$ cat src/hdl/pold_pkg.sv
// ----------------------------------------------------------------------------
// pold_pkg
// Shared types and constants for the prime odd leading digit filter.
// ----------------------------------------------------------------------------
package pold_pkg;

  localparam int ValueW = 32;
  localparam int MagW   = ValueW - 1;
  localparam int DivW   = 16;
  localparam int SqW    = ValueW + 1;
  localparam int CntW   = $clog2(MagW);

  localparam logic [CntW-1:0] LastStep   = CntW'(MagW - 1);
  localparam logic [DivW-1:0] FirstOdd   = DivW'(3);
  localparam logic [SqW-1:0]  FirstOddSq = SqW'(9);
  localparam logic [DivW-1:0] Radix      = DivW'(10);
  localparam logic [MagW-1:0] SmallestPrime = MagW'(2);
  localparam logic [MagW-1:0] FirstComposite = MagW'(4);

  typedef enum logic [2:0] {
    ST_IDLE,
    ST_SCREEN,
    ST_TRIAL,
    ST_TRIAL_DIV,
    ST_LEAD,
    ST_LEAD_DIV,
    ST_FINISH
  } pold_state_t;

  typedef struct packed {
    logic busy;
    logic done;
  } div_status_t;

endpackage

$ cat src/hdl/pold_in_if.sv
// ----------------------------------------------------------------------------
// pold_in_if
// Input channel: one value to test and its last-of-list mark.
// ----------------------------------------------------------------------------
interface pold_in_if;
  logic               valid;
  logic               ready;
  logic signed [31:0] value;
  logic               last_in;

  modport source (output valid, output value, output last_in, input ready);
  modport sink (input valid, input value, input last_in, output ready);
endinterface

$ cat src/hdl/pold_out_if.sv
// ----------------------------------------------------------------------------
// pold_out_if
// Result channel: tested value, flags and last-of-list mark.
// ----------------------------------------------------------------------------
interface pold_out_if;
  logic               valid;
  logic               ready;
  logic signed [31:0] value_out;
  logic               is_prime;
  logic               selected;
  logic               last_out;

  modport source (output valid, output value_out, output is_prime, output selected,
                  output last_out, input ready);
  modport sink (input valid, input value_out, input is_prime, input selected,
                input last_out, output ready);
endinterface

$ cat src/hdl/prime_odd_leading_digit_filter_unit.sv
// ----------------------------------------------------------------------------
// prime_odd_leading_digit_filter_unit
// Trial-division primality test with odd leading decimal digit selection.
//
//   channel  dir  fields
//   item     in   value[31:0] signed, last_in
//   result   out  value_out[31:0] signed, is_prime, selected, last_out
//
// One transaction at a time; item.ready is high only while idle.
// Each trial divisor costs one pass through the shared 31-step divider;
// a prime n is divided by every odd divisor from 3 whose square is at most n,
// plus up to 9 divisions by ten for the leading digit.
// Synchronous active-high reset clears the sequencer and result valid.
// A stalled result holds; the next item may be accepted meanwhile.
// ----------------------------------------------------------------------------
module prime_odd_leading_digit_filter_unit
  import pold_pkg::*;
(
  input  logic       clk,
  input  logic       rst,
  pold_in_if.sink    item,
  pold_out_if.source result
);

  pold_state_t state;
  pold_state_t state_next;

  logic signed [ValueW-1:0] val;
  logic                     last;
  logic                     neg;
  logic [MagW-1:0]          n;
  logic [MagW-1:0]          m;
  logic [DivW-1:0]          d;
  logic [SqW-1:0]           sq;
  logic                     prime;
  logic                     sel;

  logic                     res_valid;
  logic signed [ValueW-1:0] res_value;
  logic                     res_prime;
  logic                     res_sel;
  logic                     res_last;

  logic                     accept;
  logic                     sq_over;
  logic                     m_small;
  logic                     div_start;
  logic                     out_load;
  logic [MagW-1:0]          div_dividend;
  logic [DivW-1:0]          div_divisor;
  div_status_t              div_st;
  logic [MagW-1:0]          div_quot;
  logic [DivW-1:0]          div_rem;

  assign accept  = item.valid && item.ready;
  assign sq_over = sq > {2'b00, n};
  assign m_small = m < MagW'(Radix);

  pold_div u_div (
    .clk      (clk),
    .rst      (rst),
    .start    (div_start),
    .dividend (div_dividend),
    .divisor  (div_divisor),
    .status   (div_st),
    .quot     (div_quot),
    .rem      (div_rem)
  );

  assign div_dividend = (state == ST_LEAD) ? m : n;
  assign div_divisor  = (state == ST_LEAD) ? Radix : d;

  always_comb begin
    state_next = state;
    case (state)
      ST_IDLE:      if (item.valid) state_next = ST_SCREEN;
      ST_SCREEN: begin
        if (neg || n < SmallestPrime) state_next = ST_FINISH;
        else if (n < FirstComposite)  state_next = ST_LEAD;
        else if (!n[0])               state_next = ST_FINISH;
        else                          state_next = ST_TRIAL;
      end
      ST_TRIAL:     state_next = sq_over ? ST_LEAD : ST_TRIAL_DIV;
      ST_TRIAL_DIV: begin
        if (div_st.done) state_next = (div_rem == '0) ? ST_FINISH : ST_TRIAL;
      end
      ST_LEAD:      state_next = m_small ? ST_FINISH : ST_LEAD_DIV;
      ST_LEAD_DIV:  if (div_st.done) state_next = ST_LEAD;
      ST_FINISH:    if (!res_valid || result.ready) state_next = ST_IDLE;
      default:      state_next = ST_IDLE;
    endcase
  end

  always_comb begin
    item.ready = 1'b0;
    div_start  = 1'b0;
    out_load   = 1'b0;
    case (state)
      ST_IDLE:   item.ready = 1'b1;
      ST_TRIAL:  div_start  = !sq_over;
      ST_LEAD:   div_start  = !m_small;
      ST_FINISH: out_load   = !res_valid || result.ready;
      default: begin
        item.ready = 1'b0;
      end
    endcase
  end

  always_ff @(posedge clk) begin
    if (rst) state <= ST_IDLE;
    else     state <= state_next;
  end

  always_ff @(posedge clk) begin
    case (state)
      ST_IDLE: begin
        if (accept) begin
          val  <= item.value;
          last <= item.last_in;
          neg  <= item.value[ValueW-1];
          n    <= item.value[MagW-1:0];
        end
      end
      ST_SCREEN: begin
        prime <= !neg && (n >= SmallestPrime) && ((n < FirstComposite) || n[0]);
        sel   <= 1'b0;
        d     <= FirstOdd;
        sq    <= FirstOddSq;
        m     <= n;
      end
      ST_TRIAL_DIV: begin
        if (div_st.done) begin
          if (div_rem == '0) begin
            prime <= 1'b0;
          end else begin
            d  <= d + DivW'(2);
            sq <= sq + SqW'({d, 2'b00}) + SqW'(4);
          end
        end
      end
      ST_LEAD:     if (m_small) sel <= m[0];
      ST_LEAD_DIV: if (div_st.done) m <= div_quot;
      default: begin
        m <= m;
      end
    endcase
  end

  always_ff @(posedge clk) begin
    if (rst) begin
      res_valid <= 1'b0;
    end else if (out_load) begin
      res_valid <= 1'b1;
    end else if (result.ready) begin
      res_valid <= 1'b0;
    end
  end

  always_ff @(posedge clk) begin
    if (out_load) begin
      res_value <= val;
      res_prime <= prime;
      res_sel   <= sel;
      res_last  <= last;
    end
  end

  assign result.valid     = res_valid;
  assign result.value_out = res_value;
  assign result.is_prime  = res_prime;
  assign result.selected  = res_sel;
  assign result.last_out  = res_last;

`ifndef NO_ASSERTIONS
  a_start_idle_div : assert property (@(posedge clk) disable iff (rst)
    div_start |-> !div_st.busy)
    else $error("divider started while busy");

  a_odd_divisor : assert property (@(posedge clk) disable iff (rst)
    (state == ST_TRIAL) |-> d[0])
    else $error("even trial divisor");

  a_sel_prime : assert property (@(posedge clk) disable iff (rst)
    (res_valid && res_sel) |-> res_prime)
    else $error("selected result is not prime");

  a_busy_after_accept : assert property (@(posedge clk) disable iff (rst)
    accept |=> !item.ready)
    else $error("ready right after accept");
`endif

endmodule

$ cat src/hdl/pold_div.sv
// ----------------------------------------------------------------------------
// pold_div
// Radix-2 restoring divider, one quotient bit per cycle.
// ----------------------------------------------------------------------------
module pold_div
  import pold_pkg::*;
(
  input  logic            clk,
  input  logic            rst,
  input  logic            start,
  input  logic [MagW-1:0] dividend,
  input  logic [DivW-1:0] divisor,
  output div_status_t     status,
  output logic [MagW-1:0] quot,
  output logic [DivW-1:0] rem
);

  logic            busy;
  logic            done;
  logic [CntW-1:0] cnt;
  logic [MagW-1:0] dvd;
  logic [DivW-1:0] dvs;
  logic [DivW-1:0] part;
  logic [DivW:0]   trial;
  logic [DivW+1:0] diff;
  logic            ge;

  assign trial = {part, dvd[MagW-1]};
  assign diff  = {1'b0, trial} - {2'b00, dvs};
  assign ge    = !diff[DivW+1];

  always_ff @(posedge clk) begin
    if (rst) begin
      busy <= 1'b0;
      done <= 1'b0;
      cnt  <= '0;
    end else begin
      done <= 1'b0;
      if (start) begin
        busy <= 1'b1;
        cnt  <= LastStep;
      end else if (busy) begin
        if (cnt == '0) begin
          busy <= 1'b0;
          done <= 1'b1;
        end else begin
          cnt <= cnt - CntW'(1);
        end
      end
    end
  end

  always_ff @(posedge clk) begin
    if (start) begin
      dvd  <= dividend;
      dvs  <= divisor;
      part <= '0;
    end else if (busy) begin
      part <= ge ? diff[DivW-1:0] : trial[DivW-1:0];
      dvd  <= {dvd[MagW-2:0], ge};
    end
  end

  assign status = '{busy: busy, done: done};
  assign quot   = dvd;
  assign rem    = part;

endmodule
$ cat src/flat_wrapper.sv
// flat-port wrapper written by rule: the top's interface ports become plain ports
module prime_odd_leading_digit_filter_unit_flat import pold_pkg::*;
  (clk, rst, item_valid, item_value, item_last_in, item_ready, result_valid, result_value_out, result_is_prime, result_selected, result_last_out, result_ready);
  pold_in_if item_i ();
  pold_out_if result_i ();
  input  logic clk;
  input  logic rst;
  input wire logic [$bits(item_i.valid)-1:0] item_valid;
  input wire logic [$bits(item_i.value)-1:0] item_value;
  input wire logic [$bits(item_i.last_in)-1:0] item_last_in;
  output wire logic [$bits(item_i.ready)-1:0] item_ready;
  output wire logic [$bits(result_i.valid)-1:0] result_valid;
  output wire logic [$bits(result_i.value_out)-1:0] result_value_out;
  output wire logic [$bits(result_i.is_prime)-1:0] result_is_prime;
  output wire logic [$bits(result_i.selected)-1:0] result_selected;
  output wire logic [$bits(result_i.last_out)-1:0] result_last_out;
  input wire logic [$bits(result_i.ready)-1:0] result_ready;
  assign item_i.valid = item_valid;
  assign item_i.value = item_value;
  assign item_i.last_in = item_last_in;
  assign item_ready = item_i.ready;
  assign result_valid = result_i.valid;
  assign result_value_out = result_i.value_out;
  assign result_is_prime = result_i.is_prime;
  assign result_selected = result_i.selected;
  assign result_last_out = result_i.last_out;
  assign result_i.ready = result_ready;
  prime_odd_leading_digit_filter_unit u_core (.clk(clk), .rst(rst), .item(item_i), .result(result_i));
endmodule
$ cat config.mk
export PLATFORM = sky130hd
export DESIGN_NAME = prime_odd_leading_digit_filter_unit_flat
export DESIGN_NICKNAME = d
export VERILOG_FILES = /design/src/hdl/pold_pkg.sv /design/src/hdl/pold_in_if.sv /design/src/hdl/pold_out_if.sv /design/src/hdl/prime_odd_leading_digit_filter_unit.sv /design/src/hdl/pold_div.sv /design/src/flat_wrapper.sv
export SDC_FILE = /design/constraint.sdc
export NUM_CORES = 1
export LEC_CHECK = 0
export ABC_CLOCK_PERIOD_IN_PS = 4700
export BUFFER_PORTS_ARGS = -buffer_cell sky130_fd_sc_hd__buf_2
export CORE_ASPECT_RATIO = 1.5
export CORE_MARGIN = 2
export CORE_UTILIZATION = 40
export CTS_CLUSTER_SIZE = 24
export DETAILED_ROUTE_END_ITERATION = 12
export PLACE_DENSITY = 0.56
export SYNTH_ARGS = -nofsm -noshare
export SYNTH_HDL_FRONTEND = slang
export SYNTH_SLANG_ARGS = --single-unit
$ cat constraint.sdc
create_clock -name clk -period 4.7 [get_ports clk]
set_clock_uncertainty 0.1 [all_clocks]
set_input_delay 0.47 -clock clk [delete_from_list [all_inputs] [get_ports clk]]
set_output_delay 0.47 -clock clk [all_outputs]
set_load 0.01 [all_outputs]
==> reports/results.ini <==
[setup_path]
start_kind = register
slowest_stage = a2111oi_4
cp-end-kind = register
crit_family = compound AO/OA/AOI/OAI gates
cpPeakStageDelay_ns = 0.68
path_max_fanout = 14
crit_chain = ha_1 -> ha_1 -> nor2b_1 -> o31a_1 -> o31a_1 -> o221a_2 -> a2111oi_4 -> or4_1 -> a21oi_1
worst-path-buf-inv = 0
critPathKind = register to register
crit_arrival_ns = 3.60
cp_data_required_time_ns = 4.83

[detailed_routing]
drtIter0Drc = 413
maxUsedRoutingLayer = met4
dr_wl_met3_mm = 1.081
wl_per_cell_microns = 18.09
drtAntennaViolNets = 0
routed_via_density = 5.276
vias = 8062
drc_errors = 0
wirelength_mm = 27.64
dr.pass1.iters = 5
wl_met1_mm = 11.23
wl_met2_mm = 14.86

[clock_tree]
cts_root_buffer = clkbuf_16
cts_tree = yes
cts.clk_slew.worst_paths_ns = 0.06
h-tree-depth = 1
clock_sinks = 220
cts_buffers = 24
clockBufferDepth = 3
worstSkewPairLatency_ns = 0.54
cts_setup_buffers = 0

[yosys]
synthCells = 1013
ys_types = 71
synth_top_flop_cell = edfxtp_1
synth_nets = 1128
yosys_warnings = 0
yosysSeqAreaShare_pct = 54.00
async_reset_ff_share_pct = 0
ys_seq_elements = 220
synth.avg_cell_area_sq_um = 11.58
synth_edf_count = 193
synth_area_sq_um = 11730

[placement]
gp_routability_congestion = 0.8009
post-place-ws_ns = 1.232
numPortBuffers = 73
hpwlAfterDp_mm = 19.59

[pwr]
p_leak_nw = 5.165
ir_drop_mv = 0.3692
power_w = 0.007565
p_per_area_nw_per_um2 = 552.3

[die]
num_rows = 76
die_w_microns = 143.8
coreArea_sq_um = 28810
start_util_pct = 40.72
ios = 74
fp.dieH_microns = 213.8
dieArea_sq_um = 30750

[layout]
ff_latch_area_sq_um = 6336
n_antenna_cell = 0
fill_cells = 2625
drive_gt1_share_pct = 15.55
mostFrequentLayoutCell = edfxtp_1
multi_input_area_sq_um = 5019
area_growth_pct = 16.74
nNetsFinal = 1235
final_cell_mix = edfxtp_1, nand2_1, ha_1

[sta]
slew_headroom_pct = 21.79
finalSetupViolations = 0
finalHoldViolations = 0
drv_slew = 0
rsz0062_at_grt = no
worst_pin_slew_ns = 1.170
period_needed_ns = 3.470
fmax_mhz = 288.2
setup_tns_ns = 0
fin_ws_ns = 1.230
post-route-period-util_pct = 73.83

[global_routing]
gr-usage-all-layers_pct = 18.02
grt_pass1_wl_mm = 42.86
antenna_found_initial = 0
grt.overflow.total = 0
grt_max_degree = 59
grt_pass1_vias = 7842

[job]
maxCapViolCount = 0

[run_status]
status = finished clean

[worst_hold_path]
hp-class = input port to register

## cell families (layout without fill, tap and decap cells)
family,after synthesis,after routing,synth area share [%]
fa+ha+maj,78,78,8.445
flops,220,220,54.00
buf+inv,95,220,3.359
mux,67,67,6.387
xor+xnor,36,36,2.687
compound gates,200,200,11.52
simple gates,317,317,13.61
## per-stage QoR
step	cells	cell area [sq um]	hold WS (ns)	util, %
floorplan	1013	11730	0.3003	-
CTS	1528	13700	0.006789	47.54
finish	1528	13700	0.02956	47.54
detailed placement	1453	12520	0.3088	43.44
global placement	1453	12520	0.3011	43.44
global route	1528	13700	0.01426	47.54
## final timing paths
| path | start | end | slack (ns) | cells past startpoint |
|---|---|---|---|---|
| setup / recovery | u_core.d[3]$_SDFFCE_PP0P_ | u_core.sq[31]$_SDFFCE_PP0P_ | 1.23 | 9 |
| hold / removal | item_value[14] | u_core.n[14]$_DFFE_PP_ | 0.03 | 1 |
| setup reg to reg | u_core.d[3]$_SDFFCE_PP0P_ | u_core.sq[31]$_SDFFCE_PP0P_ | 1.23 | 9 |
| hold reg to reg | u_core.prime$_SDFFCE_PN0P_ | u_core.result.is_prime$_DFFE_PP_ | 0.32 | 0 |
## report_power, final
| group | internal (W) | switching [W] | leakage (nW) |
|---|---|---|---|
| combinational | 0.000991 | 0.00144 | 2.72 |
| sequential | 0.00269 | 0.000358 | 2.02 |
| clock | 0.00129 | 0.000797 | 0.429 |
## layer usage
| layer | GRT usage (%) | vias to the layer above |
|---|---|---|
| met4 | 4.361 | 0 |
| li1 | - | 4003 |
| met3 | 2.992 | 30 |
| met2 | 33.89 | 106 |
| met5 | 0 | - |
| met1 | 21.20 | 3923 |
## state kept, by name, indices dropped and copies added, names as in the netlist, 15 cells and up
register,count
u_core.result.value_out,32
u_core.m,31
u_core.u_div.quot,31
u_core.n,30
u_core.sq,30
u_core.u_div.dvs,16
u_core.u_div.rem,16
u_core.d,15
## synthesized netlist by cell type, drive strengths merged (10+ instances only)
| library cell | n | area [sq um] |
|---|---|---|
| mux2 | 63 | 709.4 |
| and2 | 18 | 112.6 |
| o21a | 11 | 82.58 |
| nor2b | 11 | 68.82 |
| edfxtp | 193 | 5796 |
| buf | 11 | 78.82 |
| nand3 | 14 | 70.07 |
| inv | 61 | 229.0 |
| nand4 | 17 | 106.4 |
| o21ai | 60 | 300.3 |
| dfxtp | 27 | 540.5 |
| clkbuf | 22 | 82.58 |
| nand2b | 10 | 62.56 |
| xnor2 | 10 | 87.58 |
| nor3 | 16 | 85.08 |
| xor2 | 26 | 227.7 |
| ha | 76 | 950.9 |
| and3 | 18 | 112.6 |
| a211oi | 14 | 135.1 |
| nand2 | 85 | 326.6 |
| nor2 | 74 | 277.8 |
| nor4 | 19 | 118.9 |
| a21oi | 45 | 225.2 |
## what timing repair did
| action | CTS | global route |
|---|---|---|
| hold endpoints to repair | 31 | 0 |
| hold buffers | 31 | 0 |
| gates resized for setup | 0 | 0 |
## cell type report
type,count,area share [%]
clock buffers,28,4.567
clock inverters,16,1.799
inverters,62,1.699
multi-input cells,698,36.64
flip-flops and latches,220,46.26
well taps,390,3.562
repair buffers,114,5.480
(Power assumes the default switching activity.)
